File: src/hw/rtl/mseu_div.sv
// iterative signed divider, one quotient bit a cycle
// no dependencies: mseu_pkg is not imported
`timescale 1ns / 1ps
module mseu_div (
	input logic clk,
	input logic arst_n,
	input logic start,
	input logic [31:0] dividend,
	input logic [31:0] divisor,
	output logic done,
	output logic [31:0] quot,
	output logic [31:0] rem
);
	logic busy_q;
	logic [5:0] cnt_q;
	logic [31:0] q_q, r_q, d_q;
	logic neg_q_q, neg_r_q;
	logic [32:0] trial;
	logic [31:0] r_shift;

	assign r_shift = {r_q[30:0], q_q[31]};
	assign trial = {1'b0, r_shift} - {1'b0, d_q};

	always_ff @(posedge clk or negedge arst_n) begin
		if (!arst_n) begin
			busy_q <= 1'b0;
			cnt_q <= '0;
			done <= 1'b0;
		end else begin
			done <= 1'b0;
			if (start) begin
				busy_q <= 1'b1;
				cnt_q <= 6'd0;
			end else if (busy_q) begin
				cnt_q <= cnt_q + 6'd1;
				if (cnt_q == 6'd31) begin
					busy_q <= 1'b0;
					done <= 1'b1;
				end
			end
		end
	end

	always_ff @(posedge clk) begin
		if (start) begin
			q_q <= dividend[31] ? (~dividend + 32'd1) : dividend;
			d_q <= divisor[31] ? (~divisor + 32'd1) : divisor;
			r_q <= '0;
			neg_q_q <= dividend[31] ^ divisor[31];
			neg_r_q <= dividend[31];
		end else if (busy_q) begin
			if (!trial[32]) begin
				r_q <= trial[31:0];
				q_q <= {q_q[30:0], 1'b1};
			end else begin
				r_q <= r_shift;
				q_q <= {q_q[30:0], 1'b0};
			end
		end
	end

	assign quot = neg_q_q ? (~q_q + 32'd1) : q_q;
	assign rem = neg_r_q ? (~r_q + 32'd1) : r_q;
endmodule

File: config.mk
export PLATFORM = sky130hd
export DESIGN_NAME = mseu_div
export DESIGN_NICKNAME = d
export VERILOG_FILES = /design/src/hw/rtl/mseu_div.sv
export SDC_FILE = /design/constraint.sdc
export NUM_CORES = 1
export LEC_CHECK = 0
export BUFFER_PORTS_ARGS = -buffer_cell sky130_fd_sc_hd__buf_2
export CORE_AREA = 2 2 128 130
export DETAILED_ROUTE_END_ITERATION = 8
export DIE_AREA = 0 0 130 132
export GPL_TIMING_DRIVEN = 0
export PLACE_DENSITY = 0.77
export SYNTH_ARGS = -nofsm -noshare
export SYNTH_HDL_FRONTEND = slang
export SYNTH_SLANG_ARGS = --single-unit
File: constraint.sdc
create_clock -name clk -period 9.67 [get_ports clk]
set_input_delay 2.901 -clock clk [delete_from_list [all_inputs] [get_ports clk]]
set_output_delay 2.901 -clock clk [all_outputs]
set_load 0.02 [all_outputs]
# Word-level counts from Yosys, hierarchy flattened
# Index checks and enable logic that the tools add are counted.
# totals
register_bits,106
inputBits,67
out_inout_bits,65
wordCells,38
# op_classes
add_sub_neg,6
eq_ne,1
n_mux,16
bitwise_logic,5
reduce_logical,1
# op_table
cell,n
$mux 32,6
$add 32x1->32 const B,4
$not 32->32,4
$sub 32x32->33,1
$mux 31,1
$mux 6,2
$mux 1,7
$add 6x1->6 const B,1
$eq 6x5->1 const B,1
$reduce_bool 2->1,1
$xor 1x1->1,1

# Depth between registers and ports, before layout
# Gate-level depths: netlist of the first run.
# depth
depth_word,4
depth_mapped,14
mapped_depth_nobuf,12

# Least setup slack after synthesis of the first run
# Ideal clock, no wire load.
# synth_path
kind,reg-to-output
start,register q_q[9]
end,output quot[29]
t_arrival_ps,3206
t_required_ps,6769
slack_ps,3563
path_stages_with_launch,9
n_path_buf,0
cell_sequence,edfxtp_1 or4_1 or2_1 or3_4 or3_1 or4_4 or4_4 o41ai_2 xnor2_1
# synth_via
elab_chain_len,3
# synth_lines
item,line_no,rtl
start: declaration,16,"logic [31:0] q_q, r_q, d_q;"
start signal: assignment,46,q_q <= dividend[31] ? (~dividend + 32'd1) : dividend;
start signal: assignment,54,"q_q <= {q_q[30:0], 1'b1};"
start signal: assignment,57,"q_q <= {q_q[30:0], 1'b0};"
$not 32->32,62,assign quot = neg_q_q ? (~q_q + 32'd1) : q_q;
$add 32x1->32,62,
$mux 32,62,
end: declaration,11,"output logic [31:0] quot,"
# Every way passes these cells.

# Worst setup path after layout of the first run
# layout_path
start,register q_q[10]
end,output quot[28]
# Same word-level chain as after synthesis.

==> results_dict.tcl, run 1 <==
set metrics [dict create \
    via_per_inst 5.91 \
    num_rows 46 \
    finalMaxSlewViolations 0 \
    start_util_pct 54.3 \
    clk_pin_slew_ns 0.08 \
    synth_area_leaders "edfxtp_1 23%, xnor2_1 12%, dfxtp_1 7.5%, ha_1 5.4%, o21ai_0 4.7%" \
    syn_area_um2 8540 \
    worstPathMaxFanout 3 \
    drt_wl_total_um 23200 \
    setup_viol_count_final 0 \
    htreeDepth 3 \
    cp.arrival_ns 3.83 \
    synth_flop_cell "edfxtp_1" \
    vias 8145 \
    grt_remaining_overflow 0 \
    detail-route-antenna-nets 0 \
    critPathBufInv 1 \
    critPathKind "reg -> out" \
    io_buffers 131 \
    first_global_vias 7612 \
    n_fill_cell 1449 \
    drt-initial-drc-count 647 \
    timing.final.crit_period_ns 6.74 \
    async_flop_share_pct 7.55 \
    hold_buffers 0 \
    numCtsBuffers 9 \
    period_share_pct 69.7 \
    vdd.ir_drop.worst_mv 0.0895 \
    grt_max_degree 38 \
    syn_inst 1015 \
    clock_path_buffers 2 \
    syn_area_per_cell_um2 8.41 \
    max_freq_mhz 148 \
    dr.pass1.iters 6 \
    rr_startpoint "q_q[31]$_DFFE_PP_" \
    die_w_um 130 \
    crit_chain "or4_1, or2_1, or3_1, or3_1, or4_1, or4_4, o31ai_2, xnor2_1, buf_2" \
    final_area_um2 9790 \
    place_area_um2 9470 \
    layout.cells.non_filler 1378 \
    drc 0 \
    finalNetCount 1262 \
    ys_seq_elements 106 \
    grt_first_pass_wirelength_um 37100 \
    worstHoldPathType "reg -> reg" \
    powerDensity_nw_per_um2 135 \
    gp_congestion 0.929 \
    fin_util_pct 62.3 \
    cts_tree "built" \
    antenna_found_initial 0 \
    worst_slew_pin_slew_ns 1.24 \
    cp-end-kind "output port" \
    yosys_warnings 0 \
    synth_cell_types 63 \
    place_inst 1362 \
    syn_nets 1120 \
    min_from "r_q[31]$_SDFFE_PP0P_" \
    maxSlewHeadroom_pct 17.2 \
    wl_per_cell_um 16.8 \
    clock-sinks 106 \
    rsz0062_at_grt "false" \
    cpMaxStageDelayCell "or4_1" \
    drv_cap 0 \
    start_kind "register" \
    ios 132 \
    setup.worst_path.start "q_q[10]$_DFFE_PP_" \
    coreArea_um2 15700 \
    p_leak_nw 3.96 \
    worst_ep_required_time_ns 6.77 \
    die_height_um 132 \
    grtUsageTotal_pct 27.0 \
    synth-edff-count 66 \
    cts_resized 0 \
    cts_root_buffer "clkbuf_16" \
    dpl.hpwl_um 18100 \
    clk_latency_ns 0.36 \
    tns_ns 0 \
    yosysSeqAreaShare_pct 33.1 \
    diodes 0 \
    area_growth_syn_to_layout_pct 14.7 \
    holdWs_ns 0.510 \
    layout-drive-gt1-share_pct 13.7 \
    hold_violations 0 \
    status "completed" \
    cp_top_family "simple AND/OR/NAND/NOR gates" \
    synth_largest_area_cell "edfxtp_1" \
    netlist.area_leader.share_pct 23.2 \
    skew_ns 0.00657 \
    die_area_um2 17200 \
    critPathMaxStageDelay_ns 0.55 \
    post-cts-setup-buffer-count 0 \
]
-- kinds of logic after synthesis --
group | synth area share (%)
AOI/OAI and AO/OA | 22.2
xor gates and xnor gates | 15.4
adders and majority gates | 5.66
buffers and inverters | 4.88
DFF | 33.1
muxes | 0.234
and+or+nand+nor | 18.5
-- layout make-up --
class / instances / area, µm² / share of cell area (%)
inverters: 51 / 191 / 1.95
clock inverters: 6 / 88.8 / 0.907
repair buffers: 131 / 656 / 6.69
well taps: 216 / 270 / 2.76
multi-input cells: 800 / 5300 / 54.1
clock buffers: 10 / 239 / 2.44
plain buffers: 58 / 225 / 2.30
flip-flops and latches: 106 / 2820 / 28.8
-- synth_stat cells (3+ instances only) --
master,instances
a21o_1,13
edfxtp_1,66
clkbuf_1,51
dfxtp_1,32
ha_1,37
nor3b_1,4
a211oi_1,9
or4_4,3
o21a_1,5
or3_1,18
dfrtp_1,8
or4_1,18
and4_1,3
inv_1,51
nor2_1,90
o211ai_1,3
o41ai_1,17
xor2_1,37
buf_1,5
o31ai_1,33
o21ai_0,80
nand3_1,40
a311o_1,3
nor4_1,10
nor3_1,11
a311oi_1,26
o21bai_1,3
a31oi_1,3
nand2_1,85
nand2b_1,12
nor2b_1,6
nand3b_1,3
nor4b_1,3
a21oi_1,67
nand4_1,8
xnor2_1,113
-- worst register-to-register path: stages (launching register included) --
cell and delay [ns]:
edfxtp_1 0.43, inv_1 0.12, ha_1 0.22, fa_1 0.24, nand2b_1 0.16, a21oi_1 0.10
o21ai_0 0.34, a211oi_1 0.18, o31ai_1 0.66, a211oi_1 0.24, o211ai_1 0.33, clkbuf_1 0.55
clkbuf_1 0.39, nand3_1 0.13, a311oi_1 0.32
-- where the power goes --
group          leakage (nW)  internal (mW)  switching, mW
clock                 0.157          0.235          0.180
sequential             1.02          0.521         0.0316
combinational          2.78          0.137          0.217
total                  3.96          0.893          0.428
-- path summary, 6_finish.rpt --
kind / end / slack, ns / cells after the start
worst max-delay path: quot[28] / 2.93 / 9
max in group asynchronous: cnt_q[3]$_DFFE_PN0P_ / 7.14 / 1
worst min-delay path: r_q[31]$_SDFFE_PP0P_ / 0.51 / 2
min in group asynchronous: cnt_q[1]$_DFFE_PN0P_ / 2.36 / 1
worst max register to register: r_q[17]$_SDFFE_PP0P_ / 5.16 / 14
worst min register to register: r_q[31]$_SDFFE_PP0P_ / 0.51 / 2
-- through the flow --
step	setup WS (ns)	power, mW
global placement	3.36	0.907
finish	2.93	1.32
CTS	2.93	1.32
detailed placement	3.32	0.915
floorplan	3.56	0.795
global route	2.72	1.38
-- per-layer routing --
| layer | wire, µm | global-route usage (%) | share of wire (%) |
|---|---|---|---|
| met1 | 9660 | 35.5 | 42 |
| met2 | 11100 | 44.2 | 48 |
| met3 | 1700 | 3.37 | 7.3 |
| met4 | 761 | 12.0 | 3.3 |
| met5 | 0 | 0 | 0 |
-- sequential cells by signal (all words and copies together) (netlist names) --
| register | flops |
|---|---|
| d_q | 32 |
| busy_q | 1 |
| done | 1 |
| q_q | 32 |
| cnt_q | 6 |
| r_q | 32 |
| neg_r_q | 1 |
| neg_q_q | 1 |
-- cell usage in the layout (no fill, tap or decap), drive strengths merged, types with 4 or more instances in the layout --
master / instances
ha: 37
or4: 21
clkbuf: 61
nor4: 10
o31ai: 35
a21o: 13
nor2b: 6
nand4: 8
dfrtp: 8
nand2: 85
nor3b: 4
xor2: 37
nand2b: 12
inv: 52
nand3: 40
nor3: 11
o41ai: 18
o21a: 5
a211oi: 9
dfxtp: 32
o21ai: 81
a21oi: 67
or3: 19
edfxtp: 66
a311oi: 26
buf: 138
xnor2: 113
nor2: 90
(Power assumes the default switching activity.)
==> inputs of run 2 (changes only) <==
--- a/config.mk
+++ b/config.mk
@@ -6,11 +6,11 @@
 export NUM_CORES = 1
 export LEC_CHECK = 0
 export BUFFER_PORTS_ARGS = -buffer_cell sky130_fd_sc_hd__buf_2
-export CORE_AREA = 2 2 128 130
+export CORE_AREA = 2 2 130 132
 export DETAILED_ROUTE_END_ITERATION = 8
-export DIE_AREA = 0 0 130 132
+export DIE_AREA = 0 0 132 134
 export GPL_TIMING_DRIVEN = 0
-export PLACE_DENSITY = 0.77
+export PLACE_DENSITY = 0.78
 export SYNTH_ARGS = -nofsm -noshare
 export SYNTH_HDL_FRONTEND = slang
 export SYNTH_SLANG_ARGS = --single-unit
==> constraint.sdc (replaced) <==
create_clock -name clk -period 5.44 [get_ports clk]
set_input_delay 1.632 -clock clk [delete_from_list [all_inputs] [get_ports clk]]
set_output_delay 1.632 -clock clk [all_outputs]
set_load 0.02 [all_outputs]
==> run 2 against run 1 <==
  * Die area is 3.1% higher
  * Sequential share of layout area is 0.26 points lower
  * Register-to-register slack worse by 4.2 ns
  * Total power is 73% higher
  * Largest power group unchanged
==> results_dict.tcl, run 2 (synthesis gave the netlist of run 1 again) <==
set metrics [dict create \
    dpl.hpwl_um 17900 \
    final_common_cell "buf_2" \
    critPathMaxStageDelay_ns 0.52 \
    hold_violations 0 \
    worstPathMaxFanout 5 \
    setup.worst_path.start "q_q[8]$_DFFE_PP_" \
    max_freq_mhz 185 \
    n_fill_cell 1467 \
    wl_per_cell_um 16.4 \
    hold_depth 2 \
    clk_latency_ns 0.36 \
    die_area_um2 17700 \
    powerDensity_nw_per_um2 232 \
    reg2reg_slack_ns 0.94 \
    drt-initial-drc-count 733 \
    clock-sinks 106 \
    r2r_end "r_q[24]$_SDFFE_PP0P_" \
    wl_met3_um 1630 \
    cp.arrival_ns 3.78 \
    num_rows 47 \
    cts_tree "built" \
    die_w_um 132 \
    layout_common_cells "128 x buf_2, 113 x xnor2_1, 89 x nor2_1" \
    layout-drive-gt1-share_pct 15.0 \
    top_regs "d_q x32, q_q x32, r_q x32" \
    vias 8236 \
    worstHoldPathType "reg -> reg" \
    drt_wl_total_um 22900 \
    crit_chain "or4_4, or2_4, or3_4, or3_4, or4_4, or4_4, o41ai_4, xnor2_1, buf_4" \
    place_inst 1366 \
    critPathKind "reg -> out" \
    clk_pin_slew_ns 0.08 \
    io_buffers 131 \
    grtUsageTotal_pct 25.4 \
    cp-end-kind "output port" \
    hold_buffers 0 \
    cts_root_buffer "clkbuf_16" \
    worst_ep_required_time_ns 3.81 \
    finalNetCount 1270 \
    ios 132 \
    numCtsBuffers 9 \
    start_kind "register" \
    setup_viol_count_final 0 \
    dr.pass1.iters 6 \
    vdd.ir_drop.worst_mv 0.176 \
    finalMaxSlewViolations 0 \
    layout.cells.non_filler 1390 \
    tns_ns 0 \
    p_leak_nw 4.01 \
    status "completed" \
    drc 0 \
    cp-endpoint "quot[29]" \
    first_global_vias 7491 \
    wirelength_met1_um 9800 \
    grt_max_degree 38 \
    timing.final.crit_period_ns 5.41 \
    area_growth_syn_to_layout_pct 15.7 \
    fin_util_pct 60.7 \
    grt_first_pass_wirelength_um 36700 \
    drv_cap 0 \
    highest_layer "met4" \
    period_share_pct 99.5 \
    die_height_um 134 \
    maxSlewHeadroom_pct 18.2 \
    detail-route-antenna-nets 0 \
    gp_congestion 0.899 \
    clock_path_buffers 2 \
    htreeDepth 3 \
    via_per_inst 5.93 \
    diodes 0 \
    worst_slew_pin_slew_ns 1.23 \
    cpMaxStageDelayCell "or4_4" \
    met2WireLength_um 11000 \
    antenna_found_initial 0 \
    skew_ns 0.0114 \
    holdWs_ns 0.516 \
    reg2regPathDepth 14 \
    rr_startpoint "q_q[31]$_DFFE_PP_" \
    grt_remaining_overflow 0 \
    coreArea_um2 16300 \
    critPathMostFrequentCell "or4_4" \
    rsz0062_at_grt "true" \
    start_util_pct 52.4 \
]
-- run 2: cell type report --
class | count | area (µm²) | area share [%]
buffer | 58 | 225 | 2.28
clock buffer | 9 | 225 | 2.28
clock inverter | 7 | 68.8 | 0.696
inverter | 51 | 191 | 1.94
multi-input combinational | 800 | 5350 | 54.1
sequential | 106 | 2820 | 28.6
tap | 220 | 275 | 2.79
timing repair buffer | 139 | 723 | 7.32
-- run 2: metal layers --
layer	up-vias	GRT usage [%]
li1	4036	-
met1	3805	33.2
met2	364	43.7
met3	31	2.83
met4	0	9.18
met5	-	0
-- run 2: report_power, final --
part	total (mW)	leakage, nW	switching (mW)	internal (mW)
registers	0.984	1.02	0.0579	0.926
clock network	0.658	0.146	0.334	0.324
logic	0.648	2.84	0.391	0.257
-- run 2: metrics by stage --
stage,setup slack [ns],power [mW],area [µm²]
floorplan,0.602,1.41,8540
global placement,0.417,1.61,9470
detailed placement,0.394,1.62,9470
CTS,0.00372,2.27,9780
global route,-0.0536,2.38,9880
finish,0.0271,2.29,9880
-- run 2: how the worst min path moves through the flow --
stage | end | slack, ns | from
finish | r_q[31]$_SDFFE_PP0P_ | 0.52 | r_q[31]$_SDFFE_PP0P_
global route | r_q[31]$_SDFFE_PP0P_ | 0.57 | r_q[31]$_SDFFE_PP0P_
CTS | r_q[31]$_SDFFE_PP0P_ | 0.52 | r_q[31]$_SDFFE_PP0P_
detailed placement | r_q[31]$_SDFFE_PP0P_ | 0.51 | r_q[31]$_SDFFE_PP0P_
global placement | r_q[31]$_SDFFE_PP0P_ | 0.50 | r_q[31]$_SDFFE_PP0P_
floorplan | r_q[31]$_SDFFE_PP0P_ | 0.47 | r_q[31]$_SDFFE_PP0P_
-- run 2: worst max-delay path: cells and delay by family (launching register included) --
family	cells	cell delay [ns]
and+or+nand+nor	6	2.39
xor gates and xnor gates	1	0.16
DFF	1	0.47
buffers and inverters	1	0.17
AOI/OAI and AO/OA	1	0.23
-- run 2: repair_timing --
item | 4_1_cts | 5_1_grt
setup buffers | 1 | 7
pin swaps | 0 | 0
gates resized for setup | 2 | 10
setup endpoints to repair | 2 | 5
